$ cat src/c8d_pkg.sv
// ----------------------------------------------------------------------------
// c8d_pkg
// Shared constants, types and the CRC-8 bit step for the frame receiver.
// ----------------------------------------------------------------------------
package c8d_pkg;

    localparam int MAX_DATA_BYTES = 15;
    localparam int STORE_AW       = (MAX_DATA_BYTES > 1) ? $clog2(MAX_DATA_BYTES) : 1;

    localparam int BYTE_W     = 8;
    localparam int TYPE_W     = 2;
    localparam int MLEN_W     = 2;
    localparam int DLEN_W     = 4;
    localparam int MARKER_W   = 24;
    localparam int INDEX_W    = 4;
    localparam int COUNT_W    = 5;
    localparam int OUT_DATA_W = 48;

    localparam logic [BYTE_W-1:0] CRC_POLY_REFL = 8'h8C;

    typedef struct packed {
        logic              start;
        logic              init;
        logic [BYTE_W-1:0] data;
    } t_crc_req;

    function automatic logic [BYTE_W-1:0] crc_bit_step(
        input logic [BYTE_W-1:0] crc,
        input logic              din
    );
        logic [BYTE_W-1:0] shifted;
        shifted = crc >> 1;
        return (crc[0] ^ din) ? (shifted ^ CRC_POLY_REFL) : shifted;
    endfunction

endpackage

$ cat src/c8d_crc_serial.sv
// ----------------------------------------------------------------------------
// c8d_crc_serial
// Bit-serial reflected CRC-8 engine: folds one byte in, one bit at a time, LSB first.
// ----------------------------------------------------------------------------
module c8d_crc_serial (
    input  logic                      i_clk,
    input  logic                      i_rst_n,
    input  c8d_pkg::t_crc_req         i_req,
    output logic                      o_busy,
    output logic [c8d_pkg::BYTE_W-1:0] o_crc
);
    import c8d_pkg::*;

    logic [BYTE_W-1:0] r_crc, n_crc;
    logic [BYTE_W-1:0] r_shift, n_shift;
    logic [2:0]        r_cnt, n_cnt;
    logic              r_busy, n_busy;

    always_comb begin
        n_crc   = r_crc;
        n_shift = r_shift;
        n_cnt   = r_cnt;
        n_busy  = r_busy;
        if (i_req.start) begin
            n_shift = i_req.data;
            n_cnt   = 3'd0;
            n_busy  = 1'b1;
            if (i_req.init) begin
                n_crc = '0;
            end
        end else if (r_busy) begin
            n_crc   = crc_bit_step(r_crc, r_shift[0]);
            n_shift = r_shift >> 1;
            n_cnt   = r_cnt + 3'd1;
            if (r_cnt == 3'd7) begin
                n_busy = 1'b0;
            end
        end
    end

    always_ff @(posedge i_clk) begin
        if (!i_rst_n) begin
            r_crc  <= '0;
            r_cnt  <= '0;
            r_busy <= 1'b0;
        end else begin
            r_crc  <= n_crc;
            r_cnt  <= n_cnt;
            r_busy <= n_busy;
        end
        r_shift <= n_shift;
    end

    assign o_busy = r_busy;
    assign o_crc  = r_crc;

endmodule

$ cat src/crc8_packet_deframer.sv
// ----------------------------------------------------------------------------
// crc8_packet_deframer
// Byte-serial frame receiver with reflected CRC-8 (poly 0x8C, init 0).
// ----------------------------------------------------------------------------
// Each frame is a descriptor byte (type 7:6, marker length 5:4, data length
// 3:0), up to three big-endian marker bytes, the data bytes and a CRC byte.
// Descriptor, marker and data bytes are each followed by the eight steps of
// the bit-serial CRC engine, during which s_tready is low. The CRC byte is
// compared with the engine result; on a match the frame then yields one result
// per data byte (one empty result, tuser low, for a frame without data) at up
// to one per cycle as the output side takes them, and the input side stays
// closed until the last result is loaded into the output register. On a
// mismatch the frame is dropped without output.
// ----------------------------------------------------------------------------
module crc8_packet_deframer (
    input  logic                            i_clk,
    input  logic                            i_rst_n,
    input  logic                            i_s_tvalid,
    output logic                            o_s_tready,
    input  logic [7:0]                      i_s_tdata,  // rx_byte[7:0]
    output logic                            o_m_tvalid,
    input  logic                            i_m_tready,
    // packet_type[1:0], marker[25:2], data_size[29:26], byte_index[33:30],
    // data_byte[41:34], zero pad[47:42]
    output logic [c8d_pkg::OUT_DATA_W-1:0]  o_m_tdata,
    output logic                            o_m_tuser,  // has_data[0]
    output logic                            o_m_tlast
);
    import c8d_pkg::*;

    localparam logic [INDEX_W-1:0] MAX_IDX = INDEX_W'(MAX_DATA_BYTES);

    logic                 r_in_frame, n_in_frame;
    logic [COUNT_W-1:0]   r_byte_count, n_byte_count;
    logic [COUNT_W-1:0]   r_frame_len, n_frame_len;
    logic [MLEN_W-1:0]    r_mlen, n_mlen;
    logic [DLEN_W-1:0]    r_dlen, n_dlen;
    logic [TYPE_W-1:0]    r_type, n_type;
    logic [MARKER_W-1:0]  r_marker, n_marker;
    logic                 r_emitting, n_emitting;
    logic [INDEX_W-1:0]   r_emit_idx, n_emit_idx;

    logic [BYTE_W-1:0]    r_store [MAX_DATA_BYTES];

    logic                 r_m_valid;
    logic [TYPE_W-1:0]    r_m_type;
    logic [MARKER_W-1:0]  r_m_marker;
    logic [DLEN_W-1:0]    r_m_size;
    logic [INDEX_W-1:0]   r_m_index;
    logic [BYTE_W-1:0]    r_m_byte;
    logic                 r_m_has_data;
    logic                 r_m_last;

    t_crc_req             w_crc_req;
    logic                 w_crc_busy;
    logic [BYTE_W-1:0]    w_crc;

    logic                 w_accept;
    logic [BYTE_W-1:0]    w_b;
    logic [COUNT_W-1:0]   w_pos;
    logic [COUNT_W-1:0]   w_idx;
    logic                 w_store_we;
    logic                 w_load;
    logic [INDEX_W-1:0]   w_shown;
    logic                 w_emit_last;

    c8d_crc_serial u_crc (
        .i_clk   (i_clk),
        .i_rst_n (i_rst_n),
        .i_req   (w_crc_req),
        .o_busy  (w_crc_busy),
        .o_crc   (w_crc)
    );

    assign o_s_tready = !w_crc_busy && !r_emitting;
    assign w_accept   = i_s_tvalid && o_s_tready;
    assign w_b        = i_s_tdata;
    assign w_pos      = r_byte_count - COUNT_W'(1);
    assign w_idx      = w_pos - COUNT_W'(r_mlen);

    assign w_load      = r_emitting && (!r_m_valid || i_m_tready);
    assign w_shown     = (r_dlen > MAX_IDX) ? MAX_IDX : r_dlen;
    assign w_emit_last = (r_dlen == '0) || (r_emit_idx == w_shown - INDEX_W'(1));

    always_comb begin
        n_in_frame   = r_in_frame;
        n_byte_count = r_byte_count;
        n_frame_len  = r_frame_len;
        n_mlen       = r_mlen;
        n_dlen       = r_dlen;
        n_type       = r_type;
        n_marker     = r_marker;
        n_emitting   = r_emitting;
        n_emit_idx   = r_emit_idx;
        w_store_we   = 1'b0;
        w_crc_req    = '{start: 1'b0, init: 1'b0, data: w_b};

        if (w_accept) begin
            if (!r_in_frame) begin
                n_type       = w_b[7:6];
                n_mlen       = w_b[5:4];
                n_dlen       = w_b[3:0];
                n_frame_len  = COUNT_W'(w_b[5:4]) + COUNT_W'(w_b[3:0]) + COUNT_W'(2);
                n_byte_count = COUNT_W'(1);
                n_marker     = '0;
                n_in_frame   = 1'b1;
                w_crc_req.start = 1'b1;
                w_crc_req.init  = 1'b1;
            end else if (r_byte_count < r_frame_len - COUNT_W'(1)) begin
                if (w_pos < COUNT_W'(r_mlen)) begin
                    n_marker = {r_marker[MARKER_W-BYTE_W-1:0], w_b};
                end else if (w_idx < COUNT_W'(MAX_DATA_BYTES)) begin
                    w_store_we = 1'b1;
                end
                n_byte_count    = r_byte_count + COUNT_W'(1);
                w_crc_req.start = 1'b1;
            end else begin
                n_in_frame   = 1'b0;
                n_byte_count = '0;
                n_frame_len  = '0;
                if (w_crc == w_b) begin
                    n_emitting = 1'b1;
                    n_emit_idx = '0;
                end
            end
        end

        if (w_load) begin
            if (w_emit_last) begin
                n_emitting = 1'b0;
            end else begin
                n_emit_idx = r_emit_idx + INDEX_W'(1);
            end
        end
    end

    always_ff @(posedge i_clk) begin
        if (!i_rst_n) begin
            r_in_frame   <= 1'b0;
            r_byte_count <= '0;
            r_frame_len  <= '0;
            r_mlen       <= '0;
            r_dlen       <= '0;
            r_type       <= '0;
            r_marker     <= '0;
            r_emitting   <= 1'b0;
            r_emit_idx   <= '0;
        end else begin
            r_in_frame   <= n_in_frame;
            r_byte_count <= n_byte_count;
            r_frame_len  <= n_frame_len;
            r_mlen       <= n_mlen;
            r_dlen       <= n_dlen;
            r_type       <= n_type;
            r_marker     <= n_marker;
            r_emitting   <= n_emitting;
            r_emit_idx   <= n_emit_idx;
        end
    end

    always_ff @(posedge i_clk) begin
        if (w_store_we) begin
            r_store[w_idx[STORE_AW-1:0]] <= w_b;
        end
    end

    // load one result per free slot; read the store here
    always_ff @(posedge i_clk) begin
        if (!i_rst_n) begin
            r_m_valid <= 1'b0;
        end else if (w_load) begin
            r_m_valid <= 1'b1;
        end else if (i_m_tready) begin
            r_m_valid <= 1'b0;
        end
        if (w_load) begin
            r_m_type     <= r_type;
            r_m_marker   <= r_marker;
            r_m_size     <= r_dlen;
            r_m_index    <= r_emit_idx;
            r_m_has_data <= (r_dlen != '0);
            r_m_last     <= w_emit_last;
            r_m_byte     <= (r_dlen != '0) ? r_store[r_emit_idx[STORE_AW-1:0]] : '0;
        end
    end

    assign o_m_tvalid = r_m_valid;
    assign o_m_tdata  = {6'd0, r_m_byte, r_m_index, r_m_size, r_m_marker, r_m_type};
    assign o_m_tuser  = r_m_has_data;
    assign o_m_tlast  = r_m_last;

`ifndef SYNTH
    a_count_in_range: assert property (@(posedge i_clk) disable iff (!i_rst_n)
        r_in_frame |-> (r_byte_count != '0) && (r_byte_count < r_frame_len))
        else $error("byte count outside frame");

    a_emit_closed: assert property (@(posedge i_clk) disable iff (!i_rst_n)
        r_emitting |-> !r_in_frame)
        else $error("emitting while a frame is open");

    a_crc_length: assert property (@(posedge i_clk) disable iff (!i_rst_n)
        $rose(w_crc_busy) |-> ##8 !w_crc_busy)
        else $error("crc engine did not finish in eight steps");

    a_empty_result: assert property (@(posedge i_clk) disable iff (!i_rst_n)
        (r_m_valid && !r_m_has_data) |-> (r_m_last && r_m_index == '0 && r_m_byte == '0))
        else $error("malformed empty result");
`endif

endmodule
$ cat config.mk
export PLATFORM = sky130hd
export DESIGN_NAME = crc8_packet_deframer
export DESIGN_NICKNAME = d
export VERILOG_FILES = /design/src/c8d_pkg.sv /design/src/c8d_crc_serial.sv /design/src/crc8_packet_deframer.sv
export SDC_FILE = /design/constraint.sdc
export NUM_CORES = 1
export LEC_CHECK = 0
export ABC_AREA = 1
export BUFFER_PORTS_ARGS = -buffer_cell sky130_fd_sc_hd__buf_2
export CAP_MARGIN = 20
export CORE_ASPECT_RATIO = 1.75
export CORE_MARGIN = 10
export CORE_UTILIZATION = 50
export DETAILED_ROUTE_END_ITERATION = 8
export PLACE_DENSITY = 0.68
export RECOVER_POWER = 50
export REMOVE_ABC_BUFFERS = 1
export SETUP_SLACK_MARGIN = 0.1
export SLEW_MARGIN = 20
export SYNTH_ARGS = -nofsm -noshare
export SYNTH_HDL_FRONTEND = slang
export SYNTH_HIERARCHICAL = 1
export SYNTH_SLANG_ARGS = --single-unit
$ cat constraint.sdc
create_clock -name i_clk -period 3.7 [get_ports i_clk]
set_input_delay 0.555 -clock i_clk [delete_from_list [all_inputs] [get_ports i_clk]]
set_output_delay 0.555 -clock i_clk [all_outputs]
set_load 0.05 [all_outputs]
### After elaboration in Yosys (flattened, before gate mapping)

Memory sizes are Yosys's and may differ from the RTL's. A register that Yosys moved wholly into a read port is not among the register bits.
Index checks and enable logic that the tools add are counted.
W data, S select, Z words.

| word-level totals | value |
|---|---|
| register bits after elaboration | 105 |
| RAM bits | 120 |
| word-level logic and storage cells | 105 |
| memories kept | 1 |

Memory list:

| memory | words | width | rd ports | clocked after memory_dff | wr ports | line | text |
|---|---|---|---|---|---|---|---|
| r_store | 15 | 8 | 1 | 1 | 1 | crc8_packet_deframer.sv:43 | `logic [BYTE_W-1:0] r_store [MAX_DATA_BYTES];` |

| cells by class | value |
|---|---|
| equal/unequal tests | 7 |
| multiplexer cells | 42 |
| reductions and logical operators | 18 |
| $add $sub $neg | 9 |
| order comparisons | 4 |
| bitwise logic cells | 4 |

Operator list:

| cell | count |
|---|---|
| $mux W24 | 3 |
| $mux W8 | 6 |
| $mux W4 | 7 |
| $mux W1 | 21 |
| $mux W5 | 4 |
| $sub A5 B1 Y5 const B | 2 |
| $eq A8 B8 Y1 | 1 |
| $reduce_and A2 Y1 | 3 |
| $add A2 B4 Y5 | 1 |
| $add A5 B1 Y5 const B | 1 |
| $add A5 B2 Y5 const B | 1 |
| $lt A5 B2 Y1 | 1 |
| $lt A5 B4 Y1 const B | 1 |
| $lt A5 B5 Y1 | 1 |
| $sub A5 B2 Y5 | 1 |
| $add A4 B1 Y4 const B | 1 |
| $eq A4 B4 Y1 | 1 |
| $gt A4 B4 Y1 const B | 1 |
| $logic_not A1 Y1 | 4 |
| $logic_not A4 Y1 | 1 |
| $ne A2 B1 Y1 const B | 2 |
| $ne A2 B2 Y1 const B | 2 |
| $reduce_bool A2 Y1 | 2 |
| $reduce_bool A4 Y1 | 1 |
| 11 further kinds | 15 |

### Depth between registers and ports, before layout

| logic depth | value |
|---|---|
| depth after elaboration | 10 |
| depth in mapped cells | 17 |
| gate-level depth less buffers | 17 |

### Modules after synthesis

Netlist, hierarchy kept.

By module, submodules not included:

| module | instances | cells each | seq. area each (um^2) | area an instance (um^2) |
|---|---|---|---|---|
| crc8_packet_deframer | 1 | 890 | 5905.7 | 9052.4 |
| c8d_crc_serial | 1 | 98 | 480.5 | 870.8 |

### Least setup slack after synthesis

No wires, ideal clock.

| timing path | value |
|---|---|
| kind | reg2reg |
| start | reg r_frame_len[0] |
| end | mem r_store[0][0], enable pin |
| setup time | 0.370 ns |
| arrival time | 2.199 ns |
| data required time | 3.330 ns |
| cell stages (with the launch flop) | 13 |
| buffers on the path | 0 |
| slack | 1.130 ns |
| cell sequence | dfxtp_1 > inv_1 > ha_1 > nand2_1 > xor2_1 > ha_1 > a21oi_1 > nand3_1 > nor2_1 > nand2_1 > nor2_1 > nand4_1 > nor2_1 |

| on the way | value |
|---|---|
| cells in the longest elaborated chain, start to end | 7 |

RTL lines:

| what | line | text |
|---|---|---|
| from (decl) | crc8_packet_deframer.sv:35 | `logic [COUNT_W-1:0] r_frame_len, n_frame_len;` |
| from (signal assigned) | crc8_packet_deframer.sv:151 | `r_frame_len <= n_frame_len;` |
| $sub A5 B1 Y5 | crc8_packet_deframer.sv:109 | `end else if (r_byte_count < r_frame_len - COUNT_W'(1)) begin` |
| $lt A5 B5 Y1 | crc8_packet_deframer.sv:109 |  |
| $mux W1 | crc8_packet_deframer.sv:109 |  |
| $mux W1 | crc8_packet_deframer.sv:99 | `if (!r_in_frame) begin` |
| $mux W1 | crc8_packet_deframer.sv:98 | `if (w_accept) begin` |
| $mux W1 | crc8_packet_deframer.sv:162 | `if (w_store_we) begin` |
| $mux W1 (implied by the code) | crc8_packet_deframer.sv:163 | `r_store[w_idx[STORE_AW-1:0]] <= w_b;` |
| to (decl) | crc8_packet_deframer.sv:43 |  |

Every way passes these cells.

### Final worst setup path

| timing path | value |
|---|---|
| start | reg r_frame_len[0] |
| end | mem r_store[14][3], enable pin |

Same word-level chain as after synthesis.

==> results_dict.tcl <==
set metrics [dict create \
    ys_seq_area_share_pct 64.4 \
    netlist_top_cells_count "nand2_1, edfxtp_1, nor2_1, inv_1, o21ai_0" \
    grt_pass1_vias 6910 \
    grt_overflow 0 \
    clock_path_buffers 3 \
    die_height_um 206 \
    hp-class "input pin to register" \
    finalMaxSlewViolations 0 \
    coreArea_um2 19700 \
    ir_worst_vdd_uv 429 \
    synth_most_common_cell "nand2_1" \
    hold_viol 0 \
    drtIter0Drc 474 \
    fin_skew_ns 0.0131 \
    post-route-drc-count 0 \
    synthFlopType "edfxtp_1" \
    critPathTopFamily "simple AND/OR/NAND/NOR gates" \
    die-area_um2 26100 \
    critPathMaxStageDelay_ns 0.61 \
    numCtsBuffers 22 \
    critical_path_buf_inv_count 1 \
    post-route-period-util_pct 84.3 \
    worstPathRequired_ns 3.84 \
    clk-insertion-delay-late_ns 0.51 \
    synthTopCellsByArea "edfxtp_1, dfxtp_1, nand2_1, nor2_1, o21ai_0" \
    crit_path_start_kind "register" \
    syn_area_per_cell_um2 10.0 \
    max_slew.worst_pin.slew_ns 1.31 \
    outcome "finished, final reports clean" \
    fmax_mhz 321 \
    gp_congestion 0.927 \
    firstDrtPassIters 7 \
    boundaryPins 64 \
    drive_gt1_share_pct 7.11 \
    grt_max_degree 63 \
    ant_nets 0 \
    ys_warn_count 6 \
    post_cts_buffers 0 \
    whs_ns 0.348 \
    clk_pin_slew_worst_paths_ns 0.06 \
    cts.sinks 233 \
    p_leak_nw 4.17 \
    critical_path.cell_chain "inv_1 > ha_1 > nand2_1 > xor2_1 > ha_1 > a21oi_1 > nand3_1 > nor2_1 > nand2_1 > nor2_1 > nand4_1 > nor2_1" \
    relSlewSlack_pct 13.0 \
    post-place-ws_ns 0.611 \
    wl_mm 23.2 \
    ys_seq_elements 233 \
    grt_use_total_pct 17.5 \
    syn_area_um2 9920 \
    crit_fanout 8 \
    setup_tns_ns 0 \
    initial_core_util_pct 50.5 \
    cts_hold_buf 0 \
    grt_pass1_wl_mm 36.5 \
    antenna_cells 0 \
    syn_inst 988 \
    fin_nets 1084 \
    yosysTopAreaCell "edfxtp_1" \
    cp.arrival_ns 3.26 \
    p_per_area_nw_per_um2 496 \
    row_count 68 \
    cts_tree "done" \
    drv_cap 0 \
    crit_type "register to register" \
    ys_types 43 \
    slowest_stage "nor2_1" \
    syn2layout_area_growth_pct 11.8 \
    hpwl_mm 15.7 \
    port_buffers 57 \
    die_w_um 126 \
    period_minus_slack_ns 3.12 \
    clockRootBuffer "clkbuf_16" \
    final-setup-viol-count 0 \
    cts_resized 0 \
    cp-end-kind "register" \
    power.total_w 0.00550 \
    grt_antenna_before_repair 0 \
    vias_per_cell 5.30 \
    num_vias 6967 \
    yosys.area.top_type_share_pct 52.0 \
    fin_ws_ns 0.581 \
    cpMostUsedCell "nor2_1" \
    n_fill_cell 1688 \
    async_flop_share_pct 0 \
    wl_per_cell_um 17.7 \
    synth_edf_count 172 \
    fin_util_pct 56.4 \
    rsz0062_at_grt "no" \
    cts_htree_levels 1 \
]
power breakdown:
group	internal, W	leakage [nW]	switching, W
Sequential	0.00287	2.05	0.0000395
Clock	0.00124	0.338	0.000947
Combinational	0.000119	1.78	0.000292
layout by cell type, fill, tap and decap left out, types with 10 or more instances in the layout:
| cell type | count |
|---|---|
| nand2_1 | 245 |
| edfxtp_1 | 172 |
| nor2_1 | 167 |
| inv_1 | 68 |
| o21ai_0 | 65 |
| clkbuf_1 | 61 |
| dfxtp_1 | 60 |
| a21oi_1 | 43 |
| clkbuf_16 | 23 |
| nand3_1 | 21 |
| ha_1 | 17 |
| buf_4 | 14 |
| o22ai_1 | 12 |
| o211ai_1 | 10 |
metrics by stage:
| stage | instances | area (um^2) |
|---|---|---|
| 2_1_floorplan | 950 | 9720 |
| 3_3_place_gp | 1274 | 10500 |
| 3_5_place_dp | 1274 | 10500 |
| 4_1_cts | 1314 | 11200 |
| 5_1_grt | 1314 | 11100 |
| 6_report | 1314 | 11100 |
kinds of logic (layout without fill, tap and decap cells):
group	Yosys count	after routing	synth area share (%)
AOI/OAI and AO/OA	141	141	7.88
adders and majority gates	19	19	2.55
other	1	6	0.0378
xor gates and xnor gates	12	12	1.06
and+or+nand+nor	466	466	19.1
DFF	233	233	64.4
buffers and inverters	116	192	5.06
layout make-up:
type | instances | area, um^2 | area share, %
inverters | 73 | 277 | 2.49
multi-input cells | 644 | 3050 | 27.5
repair buffers | 79 | 359 | 3.24
flip-flops and latches | 233 | 6390 | 57.6
clock inverters | 12 | 108 | 0.970
well taps | 245 | 307 | 2.76
clock buffers | 28 | 604 | 5.45
path summary, 6_finish.rpt:
check	startpoint	cells past startpoint	slack [ns]	end
max	r_frame_len[0]	12	0.58	r_store[14][3]
min	i_m_tready	4	0.35	o_m_tvalid
max reg2reg	r_frame_len[0]	12	0.58	r_store[14][3]
min reg2reg	r_marker[20]	0	0.43	r_m_marker[20]
tightest hold or removal path, delay by kind of cell:
family | cells | cell delay, ns
compound gates | 1 | 0.07
buf+inv | 2 | 0.10
simple gates | 1 | 0.07
flip-flops by register name (all words and copies together), names as in the netlist:
name	flops
o_m_tlast	1
o_m_tuser	1
o_m_tvalid	1
r_byte_count	5
r_dlen	4
r_emit_idx	4
r_emitting	1
r_frame_len	5
r_in_frame	1
r_m_byte	8
r_m_index	4
r_m_marker	24
r_m_size	4
r_m_type	2
r_marker	24
r_mlen	2
r_store	120
r_type	2
u_crc/o_busy	1
u_crc/o_crc	8
u_crc/r_cnt	3
u_crc/r_shift	8
routing by layer:
metal  global-route usage [%]  share of wire, %  vias to the layer above
li1                         -                 -                     3419
met1                     18.5                36                     3237
met2                     31.6                52                      237
met3                     2.88               5.8                       74
met4                     10.7               5.7                        0
met5                        0                 0                        -
Power figures use the tool's default switching activity.
